$ cat src/ins_pkg.sv
// ----------------------------------------------------------------------------
// ins_pkg
// Constants and link types of the insertion sorter cell chain.
// ----------------------------------------------------------------------------
package ins_pkg;

   localparam int STORE_DEPTH = 16;
   localparam int DATA_W      = 32;

   // what a cell shows its neighbors
   typedef struct packed {
      logic                     occupied;
      logic                     greater;
      logic signed [DATA_W-1:0] key;
   } link_type;

   // broadcast control from the top level
   typedef struct packed {
      logic                     insert_en;
      logic                     drain_en;
      logic signed [DATA_W-1:0] value;
   } ctrl_type;

endpackage

$ cat src/ins_cell.sv
// ----------------------------------------------------------------------------
// ins_cell
// One slot of the sorted chain: compares the broadcast value with its key,
// takes the left neighbor's key or the new value on insert, and takes the
// right neighbor's key when the chain drains.
// ----------------------------------------------------------------------------
module ins_cell (
   input  logic              clock,
   input  logic              reset,
   input  ins_pkg::ctrl_type ctrl,
   input  ins_pkg::link_type left_link,
   input  ins_pkg::link_type right_link,
   output ins_pkg::link_type self_link
);

   logic                              occ_ff, occ_in;
   logic signed [ins_pkg::DATA_W-1:0] key_ff, key_in;
   logic                              greater;
   logic                              take;

   assign greater = occ_ff && (key_ff > ctrl.value);
   // occupied cells move up when greater; the first free cell takes the tail
   assign take    = occ_ff ? greater : left_link.occupied;

   always_comb begin
      priority if (ctrl.drain_en) begin
         occ_in = right_link.occupied;
         key_in = right_link.key;
      end else if (ctrl.insert_en && take) begin
         occ_in = 1'b1;
         key_in = left_link.greater ? left_link.key : ctrl.value;
      end else begin
         occ_in = occ_ff;
         key_in = key_ff;
      end
   end

   always_ff @(posedge clock) begin
      if (reset) begin
         occ_ff <= 1'b0;
      end else begin
         occ_ff <= occ_in;
      end
   end

   always_ff @(posedge clock) begin
      key_ff <= key_in;
   end

   assign self_link.occupied = occ_ff;
   assign self_link.greater  = greater;
   assign self_link.key      = key_ff;

endmodule

$ cat src/insertion_sorter_unit.sv
// ----------------------------------------------------------------------------
// insertion_sorter_unit
// Stable ascending sort of a batch of signed values in a chain of cells.
//
//   channel  ports                                        direction
//   req      req_valid req_stall req_value req_end_of_batch  in
//   rsp      rsp_valid rsp_stall rsp_sorted_value
//            rsp_final_result rsp_overflowed                 out
//
// Loading takes one beat per cycle: every cell compares and shifts at once.
// After the end-of-batch beat the chain drains from its head, one result per
// cycle while rsp_stall is low. req_stall is high while draining. rsp_stall
// freezes the chain head.
// Synchronous reset empties the chain; key registers are not reset.
// ----------------------------------------------------------------------------
module insertion_sorter_unit (
   input  logic                              clock,
   input  logic                              reset,
   input  logic                              req_valid,
   output logic                              req_stall,
   input  logic signed [ins_pkg::DATA_W-1:0] req_value,
   input  logic                              req_end_of_batch,
   output logic                              rsp_valid,
   input  logic                              rsp_stall,
   output logic signed [ins_pkg::DATA_W-1:0] rsp_sorted_value,
   output logic                              rsp_final_result,
   output logic                              rsp_overflowed
);

   ins_pkg::link_type links [ins_pkg::STORE_DEPTH];
   ins_pkg::ctrl_type ctrl;

   logic drain_ff, drain_in;
   logic ovf_ff, ovf_in;
   logic req_beat, rsp_beat, full;

   assign full      = links[ins_pkg::STORE_DEPTH-1].occupied;
   assign req_stall = drain_ff;
   assign req_beat  = req_valid && !drain_ff;
   assign rsp_valid = drain_ff && links[0].occupied;
   assign rsp_beat  = rsp_valid && !rsp_stall;

   assign ctrl.insert_en = req_beat && !full;
   assign ctrl.drain_en  = rsp_beat;
   assign ctrl.value     = req_value;

   assign rsp_sorted_value = links[0].key;
   assign rsp_final_result = !links[1].occupied;
   assign rsp_overflowed   = ovf_ff;

   always_comb begin
      priority if (rsp_beat && rsp_final_result) begin
         drain_in = 1'b0;
         ovf_in   = 1'b0;
      end else if (req_beat) begin
         drain_in = req_end_of_batch;
         ovf_in   = ovf_ff || full;
      end else begin
         drain_in = drain_ff;
         ovf_in   = ovf_ff;
      end
   end

   always_ff @(posedge clock) begin
      if (reset) begin
         drain_ff <= 1'b0;
         ovf_ff   <= 1'b0;
      end else begin
         drain_ff <= drain_in;
         ovf_ff   <= ovf_in;
      end
   end

   for (genvar i = 0; i < ins_pkg::STORE_DEPTH; i++) begin : g_cell
      ins_pkg::link_type left_l, right_l;

      if (i == 0) begin : g_head
         assign left_l = '{occupied: 1'b1, greater: 1'b0, key: '0};
      end else begin : g_body
         assign left_l = links[i-1];
      end

      if (i == ins_pkg::STORE_DEPTH - 1) begin : g_tail
         assign right_l = '{occupied: 1'b0, greater: 1'b0, key: '0};
      end else begin : g_inner
         assign right_l = links[i+1];
      end

      ins_cell u_cell (
         .clock      (clock),
         .reset      (reset),
         .ctrl       (ctrl),
         .left_link  (left_l),
         .right_link (right_l),
         .self_link  (links[i])
      );
   end

endmodule

$ cat config.mk
export PLATFORM = sky130hd
export DESIGN_NAME = insertion_sorter_unit
export DESIGN_NICKNAME = d
export VERILOG_FILES = /design/src/ins_pkg.sv /design/src/ins_cell.sv /design/src/insertion_sorter_unit.sv
export SDC_FILE = /design/constraint.sdc
export NUM_CORES = 2
export LEC_CHECK = 0
export BUFFER_PORTS_ARGS = -buffer_cell sky130_fd_sc_hd__buf_2
export CORE_MARGIN = 2
export CORE_UTILIZATION = 70
export CTS_BUF_LIST = sky130_fd_sc_hd__clkbuf_4 sky130_fd_sc_hd__clkbuf_8
export DETAILED_ROUTE_END_ITERATION = 10
export GPL_ROUTABILITY_DRIVEN = 0
export PLACE_DENSITY = 0.87
export SYNTH_ARGS = -nofsm -noshare
export SYNTH_HDL_FRONTEND = slang
export SYNTH_SLANG_ARGS = --single-unit
$ cat constraint.sdc
create_clock -name clock -period 19.1 [get_ports clock]
set_clock_uncertainty 0.2 [all_clocks]
set_input_delay 3.82 -clock clock [delete_from_list [all_inputs] [get_ports clock]]
set_output_delay 3.82 -clock clock [all_outputs]
set_load 0.05 [all_outputs]
==> run metrics <==
total power 0.00310 W; antenna violations before repair 9; FMAX about 110 MHz; num ports 73; Setup TNS 0 ps; Critical Path Fanout Max 33; Final min period 8720 ps; register area share after synthesis 39.0%; dpl hpwl 93.5 mm; Post-DRT Antenna Nets 0; clk buf depth 3; Slew HR 6.80%; clock sink count between 500 and 600; Syn Nets approximately 5,000; first-pass GRT wire length ~210 mm; Syn Inst Count about 4,400; Power Dens Cells 73.9 nW/um2; die area 58,300 um2; fin nets 4,742; hold-fix buffers at CTS 0; VDD IR max ~0.053 mV; H-Tree Depth 3; Seq cells post-synth between 500 and 600; CP Launch Type input port; Total Wirelength around 130 mm; global route overflow 0; # placed instances 4,887; Yosys warnings 0; Remaining DRCs 0; TritonRoute pass-1 iters 8; final hold violations 0; Worst-path clk slew 60 ps; leak pwr 16.4 nW; syn avg cell area 9.05 um2; CP Class in -> reg; largest net degree at the start of global routing 229; CP most frequent cell nor3_1; crit path DAT 8900 ps; unrepaired setup endpoints after global routing no; TritonCTS buffer count 92; die width 242 um; Synth cell types 66; via count between 30,000 and 40,000; number of vias per cell around 7.7; std cell rows 87; Hold Path Class reg -> reg; critical path's slowest cell o31a_1; Data required, critical path 19,290 ps; WL per Instance 26.6 um; worst skew pair latency around 730 ps; max-cap check violation count 0; cell taking the most area after synthesis edfxtp_1; Synth-to-Final Area Change 6.20%; DR iter-0 viols between 6,000 and 7,000; fin crit share between 40% and 50%; vias in the first global route approximately 38,000; Die Y approximately 240 um; CTS tree built; final setup violation count 0; GRT Util Overall 44.8%; crit path capture type register; Starting Density a little over two thirds; setup bufs post-CTS 0; Post-Synthesis Cell Area 39,500 um2; max-slew violation count 0; critical path cell sequence buf_2, inv_1, ha_1, nand4_1, nor3_1, nand2_1, nor3_1, o31a_1, nor3_1, o21ai_2, buf_4; cts repair resizes 0; outcome finished, final reports clean; core area 56,100 um2; Final Non-Filler Cells 5,055; root buffer cell clkbuf_8; port bufs around 70; Worst path max stage delay slightly above 900 ps; Synth top area share 36.5%; top post-synthesis cells by area edfxtp_1, ha_1, o21ai_0, a31oi_1, nand3_1; Slew @ Worst Pin roughly 1400 ps; share of post-route cells with drive strength above 1 10.2%
==> cells in the final DEF, fill, tap and decap left out, types with 6 or more instances in the layout <==
cell type    n
o21ai_0    534
ha_1       480
edfxtp_1   480
nand3_1    474
nor2_1     469
a31oi_1    419
a21oi_1    221
nand2_1    123
clkbuf_8   107
nand4_1     92
o211ai_1    82
buf_4       80
buf_2       72
inv_1       69
and4_1      53
dfxtp_1     50
a21o_1      43
clkbuf_4    37
nor3_1      33
o21a_1      33
a31oi_2     33
o21ai_1     30
nand3_2     30
a211oi_1    28
nor2b_1     27
a21boi_0    19
a221oi_1    14
o31ai_1     11
clkinv_2    11
nor4_1      10
o21ai_2     10
and4bb_1     9
o32a_1       9
a31o_2       9
clkinv_1     9
and3b_1      8
a31oi_4      6
==> through the flow <==
step / instance area (um2) / hold slack (ps) / utilization [%] / worst slack (ps)
4_1_cts: 41900 / 266 / 74.8 / 10590
2_1_floorplan: 39500 / 297 / - / 10110
6_report: 41900 / 263 / 74.8 / 10380
5_1_grt: 41900 / 283 / 74.8 / 10150
3_5_place_dp: 40000 / 252 / 71.4 / 9880
3_3_place_gp: 40000 / 246 / 71.4 / 10080
==> cell usage after synthesis (all sizes together) <==
| cell | number |
|---|---|
| inv | 69 |
| nor4 | 14 |
| nand2 | 123 |
| nand4bb | 2 |
| o221ai | 2 |
| and4bb | 9 |
| nand4 | 92 |
| nor3 | 36 |
| or3 | 3 |
| ha | 480 |
| a221oi | 17 |
| o31ai | 16 |
| and4 | 53 |
| and3b | 8 |
| or2 | 1 |
| nor2b | 28 |
| o21a | 33 |
| a21o | 43 |
| edfxtp | 480 |
| a31oi | 458 |
| and3 | 4 |
| nand3b | 5 |
| buf | 84 |
| a211oi | 30 |
| a31o | 9 |
| or4 | 6 |
| dfxtp | 50 |
| o32a | 9 |
| nand2b | 1 |
| clkbuf | 300 |
| nor3b | 4 |
| o211ai | 82 |
| nand3 | 504 |
| and2 | 2 |
| o31a | 5 |
| nor2 | 469 |
| o32ai | 1 |
| a2111o | 5 |
| o21ai | 578 |
| a21boi | 20 |
| a21oi | 225 |
| o21ba | 1 |
| o211a | 1 |
==> flip-flops by register name, summed over array words and instances, names as in the netlist <==
| register | flops |
|---|---|
| g_cell.u_cell.occ_ff | 16 |
| g_cell.u_cell.key_ff | 512 |
| req_stall | 1 |
| rsp_overflowed | 1 |
==> layout make-up <==
cell class | count | area, um2
Antenna cell | 2 | 5.00
Fill cell | 3979 | 14100
Sequential cell | 530 | 15400
Clock inverter | 22 | 149
Inverter | 69 | 259
Timing Repair Buffer | 153 | 981
Multi-Input combinational cell | 3379 | 22400
Tap cell | 756 | 946
Clock buffer | 144 | 1750
==> layer usage <==
| metal | wire (um) | vias to the layer above | global-route usage [%] |
|---|---|---|---|
| li1 | - | 16600 | - |
| met1 | 47400 | 18000 | 58.9 |
| met2 | 56800 | 3512 | 65.5 |
| met3 | 21600 | 840 | 14.6 |
| met4 | 8740 | 8 | 24.8 |
| met5 | 135 | - | 0 |
==> where the power goes <==
part           switching [W]  internal (W)
clock               0.000516      0.000606
combinational       0.000361      0.000185
sequential         0.0000656       0.00136
total               0.000943       0.00215
==> worst max-delay path: cells and delay by family <==
kind	cells	cell delay, ps
AOI/OAI and AO/OA	2	1690
adders and majority gates	1	480
buffers and inverters	3	1280
and+or+nand+nor	5	1610
==> path summary, 6_finish.rpt <==
path / from / endpoint / slack [ps] / cells past startpoint
worst max register to register: g_cell[0].u_cell.occ_ff / g_cell[13].u_cell.key_ff[23] / 13740 / 8
worst max-delay path: req_value[21] / g_cell[8].u_cell.key_ff[21] / 10380 / 11
worst min-delay path: rsp_overflowed / rsp_overflowed / 260 / 2
worst min register to register: rsp_overflowed / rsp_overflowed / 260 / 2
==> cells by family (layout without fill, tap and decap cells) <==
| group | Yosys count | count (layout) | synth area share [%] |
|---|---|---|---|
| other | 0 | 2 | 0 |
| AND/OR/NAND/NOR | 1364 | 1364 | 17.3 |
| buffers and inverters | 453 | 388 | 4.92 |
| adder cells (fa/ha/maj) | 480 | 480 | 15.2 |
| AO/OA/AOI/OAI | 1535 | 1535 | 23.5 |
| flip-flops | 530 | 530 | 39.0 |
Power figures use the tool's default switching activity.
